`config.mk`:
```
export PLATFORM = sky130hd
export DESIGN_NAME = tcc_ctrl
export DESIGN_NICKNAME = d
export VERILOG_FILES = /design/src/sv/tcc_pkg.sv /design/src/sv/tcc_ctrl.sv
export SDC_FILE = /design/constraint.sdc
export NUM_CORES = 1
export LEC_CHECK = 0
export BUFFER_PORTS_ARGS = -buffer_cell sky130_fd_sc_hd__buf_2
export CAP_MARGIN = 20
export CORE_AREA = 4 4 41 43
export CTS_BUF_LIST = sky130_fd_sc_hd__clkbuf_8
export CTS_CLUSTER_SIZE = 8
export DETAILED_ROUTE_END_ITERATION = 10
export DIE_AREA = 0 0 45 47
export GPL_TIMING_DRIVEN = 0
export PLACE_DENSITY = 0.51
export SYNTH_ARGS = -nofsm -noshare
export SYNTH_HDL_FRONTEND = slang
export SYNTH_SLANG_ARGS = --single-unit
```
`constraint.sdc`:
```
create_clock -name clock -period 1.55 [get_ports clock]
set_clock_uncertainty 0.15 [all_clocks]
set_input_delay 0 -clock clock [delete_from_list [all_inputs] [get_ports clock]]
set_output_delay 0 -clock clock [all_outputs]
set_load 0.01 [all_outputs]
```
`src/sv/tcc_pkg.sv`:
```
package tcc_pkg;

   localparam int SCREEN_COLUMNS = 80;
   localparam int SCREEN_ROWS    = 25;
   localparam int TAB_STOP       = 4;
   localparam int CELL_COUNT     = SCREEN_COLUMNS * SCREEN_ROWS;

   localparam int COL_W  = 7;
   localparam int ROW_W  = 5;
   localparam int ADDR_W = 11;
   localparam int BYTE_W = 8;
   localparam int TYPE_W = 2;
   localparam int CNT_W  = $clog2(TAB_STOP + 1);

   localparam logic [BYTE_W-1:0] FILL_RESET = 8'h07;

   // Request codes.
   localparam logic [TYPE_W-1:0] REQ_PUT   = 2'd0;
   localparam logic [TYPE_W-1:0] REQ_CLEAR = 2'd1;
   localparam logic [TYPE_W-1:0] REQ_READ  = 2'd2;

   // Character codes with special handling.
   localparam logic [BYTE_W-1:0] CHAR_BS    = 8'h08;
   localparam logic [BYTE_W-1:0] CHAR_TAB   = 8'h09;
   localparam logic [BYTE_W-1:0] CHAR_NL    = 8'h0A;
   localparam logic [BYTE_W-1:0] CHAR_CR    = 8'h0D;
   localparam logic [BYTE_W-1:0] CHAR_SPACE = 8'h20;

   typedef struct packed {
      logic capture;
      logic clear_all;
      logic ctrl_move;
      logic tab_load;
      logic plain_load;
      logic put_write;
      logic fill_step;
      logic cell_latch;
      logic rsp_load;
   } tcc_cmd_type;

   typedef struct packed {
      logic [TYPE_W-1:0] req_type;
      logic              is_tab;
      logic              is_ctrl;
      logic              row_valid;
      logic              fill_last;
      logic              cnt_last;
      logic              rsp_free;
   } tcc_status_type;

endpackage

```
`src/sv/tcc_ctrl.sv`:
```
module tcc_ctrl (
   input  logic                    clock,
   input  logic                    reset,
   input  logic                    req_valid,
   output logic                    req_stall,
   input  tcc_pkg::tcc_status_type status,
   output tcc_pkg::tcc_cmd_type    cmd
);
   import tcc_pkg::*;

   localparam logic [2:0] ST_IDLE     = 3'd0;
   localparam logic [2:0] ST_DISPATCH = 3'd1;
   localparam logic [2:0] ST_READ     = 3'd2;
   localparam logic [2:0] ST_PLAIN    = 3'd3;
   localparam logic [2:0] ST_FILL     = 3'd4;
   localparam logic [2:0] ST_FINISH   = 3'd5;

   logic [2:0] state_ff;
   logic [2:0] state_in;

   assign req_stall = reset || (state_ff != ST_IDLE);

   always_comb begin
      cmd      = '0;
      state_in = state_ff;
      case (state_ff)
         ST_IDLE: begin
            if (req_valid && !reset) begin
               cmd.capture = 1'b1;
               state_in    = ST_DISPATCH;
            end
         end
         ST_DISPATCH: begin
            case (status.req_type)
               REQ_CLEAR: begin
                  cmd.clear_all = 1'b1;
                  state_in      = ST_FINISH;
               end
               REQ_READ: begin
                  state_in = ST_READ;
               end
               REQ_PUT: begin
                  if (status.is_tab) begin
                     cmd.tab_load = 1'b1;
                     state_in     = ST_PLAIN;
                  end else if (status.is_ctrl) begin
                     cmd.ctrl_move = 1'b1;
                     state_in      = ST_FINISH;
                  end else begin
                     cmd.plain_load = 1'b1;
                     state_in       = ST_PLAIN;
                  end
               end
               default: begin
                  state_in = ST_FINISH;
               end
            endcase
         end
         ST_READ: begin
            cmd.cell_latch = 1'b1;
            state_in       = ST_FINISH;
         end
         ST_PLAIN: begin
            // A row blanked by clear or scroll is written out before its first character.
            if (!status.row_valid) begin
               state_in = ST_FILL;
            end else begin
               cmd.put_write = 1'b1;
               if (status.cnt_last) begin
                  state_in = ST_FINISH;
               end
            end
         end
         ST_FILL: begin
            cmd.fill_step = 1'b1;
            if (status.fill_last) begin
               state_in = ST_PLAIN;
            end
         end
         ST_FINISH: begin
            if (status.rsp_free) begin
               cmd.rsp_load = 1'b1;
               state_in     = ST_IDLE;
            end
         end
         default: begin
            state_in = ST_IDLE;
         end
      endcase
   end

   always_ff @(posedge clock) begin
      if (reset) begin
         state_ff <= ST_IDLE;
      end else begin
         state_ff <= state_in;
      end
   end

endmodule

```
# Word level (Yosys, flattened, before mapping)
# Cells that the tools add are included.
[word_totals] ff_bits=3 in_bits=11 output_inout_bits=10 wordCells=44
[op_classes] n_eq_ne=11 n_mux=25 reduce_logical=7
[op_table] cell="two-way mux 3 bit" count=8
[op_table] cell="case mux 3 bit (6 select lines)" count=1
[op_table] cell="two-way mux 1 bit" count=14
[op_table] cell="== test 3 x 2 -> 1 bit (second input constant)" count=2
[op_table] cell="== test 3 bit (second input constant)" count=2
[op_table] cell="!= test 2 bit (second input constant)" count=3
[op_table] cell="case mux 3 bit (2 select lines)" count=1
[op_table] cell="two-way mux 4 bit" count=1
[op_table] cell="AND reduction 4 bit" count=1
[op_table] cell="== test 3 x 1 -> 1 bit (second input constant)" count=1
[op_table] cell="logical NOT 3 bit" count=1
[op_table] cell="!= test 3 bit (second input constant)" count=1
[op_table] cell="nonzero test 3 bit" count=1
[op_table] cell="== test 2 x 1 -> 1 bit (second input constant)" count=1
[op_table] cell="== test 2 bit (second input constant)" count=1
[op_table] cell="logical NOT 2 bit" count=1
[op_table] cell="logical AND 1 bit" count=1
[op_table] cell="logical NOT 1 bit" count=1
[op_table] cell="logical OR 1 bit" count=1

# Depth between registers and ports, before layout
[depth] word_depth=4 depth_mapped=5 mapped_depth_nobuf=4

# Least setup slack after synthesis
# No wires, ideal clock.
[synth_timing] kind="register to register" startpoint="register state_ff[1]" endpoint="register state_ff[1]" setup_time_ns=0.091 arrival_time_ns=1.262 required_time_ns=1.309 setup_slack_ns=0.047 stages_incl_launch_ff=5 path_buffers=0 period_less_slack_ns=1.503 path_cell_list="dfxtp_1 or4b_4 nor2b_2 nor2_1 a311oi_1"
[synth_via] elab_chain_cells=3 word_cells_on_any_way=12 classes_between="eq/ne (9); mux (1); reduce/logical (2)"
[synth_rtl] element="start, declared" line_no="tcc_ctrl.sv:18" rtl="logic [2:0] state_ff;"
[synth_rtl] element="start signal, assigned" line_no="tcc_ctrl.sv:96" rtl="state_ff <= state_in;"
[synth_rtl] element="== test 3 x 2 -> 1 bit, or another cell as far along" line_no="tcc_ctrl.sv:26" rtl="case (state_ff)"
[synth_rtl] element="!= test 3 bit (no line) / != test 2 bit (equally long branches)"
[synth_rtl] element="AND reduction 4 bit (no line)"
# Parallel ways exist; a longest one is shown, timed or not.
# A chain may end at the register's enable or synchronous reset.

# Final worst setup path
# Same ends and word-level chain as after synthesis.

==> impl_metrics.csv <==
group,metric,value,unit
sta,fin_ws,-20.53,ps
pwr,intPower,489.9,uW
cts,cts-htree-levels,1,
worst_hold_path,hold_start,"status[2]",
critical_path,start_kind,"register",
sta,period_share,101.3,%
worst_hold_path,hp-class,"in2reg",
routing,ant_nets,0,
pwr,leakage,0.2531,nW
finish,top_regs,"state_ff: 3 flops",
global_routing,grt_usage,10.66,%
die,die-area,0.002115,mm^2
pwr,p_sw_share,40.11,%
routing,vias,423,
finish,largest_reg_flops,3,
critical_path,critPathRequiredTime,1510,ps
finish,area_delta_synth_final,74.69,%
cts,cts_sinks,3,
sta,hold_violations,0,
pwr,max-vdd-ir-drop,0.6716,mV
global_routing,grt-ovfl-total,0,
flow_run,cap_violations,0,
placed_design,dpl.cell_count,78,
die,fp.dieH,47,um
placed_design,post-place-ws,-74.11,ps
logic_synthesis,synth.lib_cells_used.distinct,28,
cts,cts-root-buf,"clkbuf_8",
routing,wire_per_inst,11.89,um
logic_synthesis,synth_edf_count,0,
routing,drt-initial-drc-count,3,
finish,max_flop_register,"state_ff",
finish,nets,82,
outcome,violations,"setup timing",
logic_synthesis,syn_area,306.5,um^2
logic_synthesis,yosys_most_used_dff,"dfxtp_1",
cts,cts_tree,"done",
die,fp-row-count,13,
critical_path,crit_path_max_fanout,6,
sta,tightest_slew,411.4,ps
sta,maxSlewViolCount,0,
cts,cts.path.max_buffers,2,
finish,drive_gt1_share,50.00,%
global_routing,grt_pass1_vias,385,
pwr,seqPwrFrac,17.6,%
finish,multi_input_area,255.2,um^2
global_routing,antenna_found_initial,0,
logic_synthesis,syn_nets,54,
finish,diodes,0,
logic_synthesis,synthArstFlopShare,0,%
critical_path,crit_end,"state_ff[1]",
critical_path,crit_start,"state_ff[1]",
critical_path,reg2reg_from,"state_ff[1]",
placed_design,dp_hpwl,743.1,um
logic_synthesis,ys_seq_area_share,19.59,%
die,start_util,23.56,%
routing,finalWirelength,1.011,mm
pwr,finalPower,818.0,uW
placed_design,portBuffers,20,
finish,fillers,157,
cts,path_clk_slew,30,ps
sta,fin_hold_ws,29.38,ps
routing,drc,0,
critical_path,path_class,"reg2reg",
cts,cts_buffers,3,
routing,vias_per_cell,4.976,
logic_synthesis,synth_warnings,0,
placed_design,gp_congestion,0.6938,
pwr,power.switching,328.1,uW
die,coreArea,0.001301,mm^2
sta,timing.fmax,636.7,MHz
routing,firstDrtPassIters,3,
logic_synthesis,syn_avg_cell_area,7.129,um^2
pwr,power_density,1528,mW/mm^2
finish,ff_latch_area,63.81,um^2
critical_path,r2r_cells,4,
die,io-pin-count,21,
finish,final_cells,85,
pwr,clockPowerShare,26.1,%
sta,min_period,1571,ps
critical_path,cp.arrival,1530,ps
sta,fin_setup_tns,-20.53,ps
die,die_w,45,um
logic_synthesis,synthCells,43,
critical_path,r2r_end,"state_ff[1]",
critical_path,ff2ff_setup_slack,-20,ps
sta,slew-limit-headroom,71.86,%
critical_path,endpoint_kind,"register",
sta,finalSetupViolations,1,
logic_synthesis,ys_ff_latch,3,
cts,clock_latency,210,ps
global_routing,grt_first_pass_wirelength,1.662,mm
global_routing,grt_max_degree,11,
sta,rsz0062_at_grt,"yes",
pwr,power_frac_comb,56.3,%
outcome,status,"finished, violations left",
## synth_stat cells, types with 2 or more instances
| cell | n | area (um^2) |
|---|---|---|
| nor4_1 | 2 | 12.51 |
| nor3_1 | 2 | 10.01 |
| nor2_1 | 5 | 18.77 |
| a21oi_1 | 2 | 10.01 |
| inv_1 | 2 | 7.510 |
| nor3b_1 | 2 | 15.01 |
| clkbuf_1 | 2 | 7.510 |
| o21ai_1 | 2 | 10.01 |
| o21ai_0 | 2 | 10.01 |
| nand2_1 | 2 | 7.510 |
| dfxtp_1 | 3 | 60.06 |
## worst min path at each step
stage	to	slack (ps)	depth (start not counted)
2_1_floorplan	cmd[7]	-100	1
5_1_grt	state_ff[1]	50	4
4_1_cts	cmd[4]	110	3
3_5_place_dp	cmd[4]	100	3
3_3_place_gp	cmd[4]	100	3
6_report	state_ff[1]	30	4
## per-layer routing
metal / global-route usage, % / vias to the layer above / wire length, um
met5: 0 / - / 0
met4: 5.263 / 0 / 0
met3: 2.682 / 0 / 56
met2: 16.10 / 10 / 481
met1: 14.06 / 195 / 473
li1: - / 218 / -
## timing repair
action,4_1_cts,5_1_grt
endpoints found under the setup margin,5,7
endpoints found under the hold margin,3,0
gates resized for setup,5,7
hold buffers,2,0
pin swaps,2,2
setup buffers,0,1
## cells by family (layout without fill, tap and decap cells)
family                 Yosys count  after routing  synth area share [%]
AOI/OAI and AO/OA               11             11                 23.68
buffers and inverters            5             32                 6.531
DFF                              3              3                 19.59
and+or+nand+nor                 24             24                 50.21
## power by group through the flow
stage,Clock (mW),Sequential (mW),Combinational (mW)
global route,0.236,0.151,0.509
finish,0.214,0.144,0.461
detailed placement,0,0.139,0.388
floorplan,0,0.129,0.279
CTS,0.222,0.141,0.408
global placement,0,0.139,0.389
## critical path: stages, from the launching register on
cell and delay, ps:
dfxtp_4 350, or4b_4 530, nor2b_4 140, nor2_1 40
a311oi_1 260
## final cells by class
type | count | area share, %
well taps | 15 | 3.505
inverters | 2 | 1.402
repair buffers | 23 | 23.83
flip-flops and latches | 3 | 11.92
clock inverters | 1 | 0.7009
multi-input cells | 35 | 47.66
clock buffers | 3 | 7.710
plain buffers | 3 | 3.271
## per-stage QoR
stage	utilization [%]	instance area (um^2)
after global routing	41.15	535.5
after floorplan	-	306.5
after global placement	32.69	425.4
final	41.15	535.5
after detailed placement	32.69	425.4
after CTS	38.94	506.7
## cells in the final DEF (no fill, tap or decap), types with 2 or more instances in the layout
cell type      instances
buf_2                 21
nor2_1                 5
inv_1                  3
clkbuf_8               3
nor3_1                 2
nand2_1                2
o21ai_2                2
a21oi_1                2
o21ai_0                2
dlygate4sd3_1          2
dfxtp_1                2
Power figures use the tool's default switching activity.
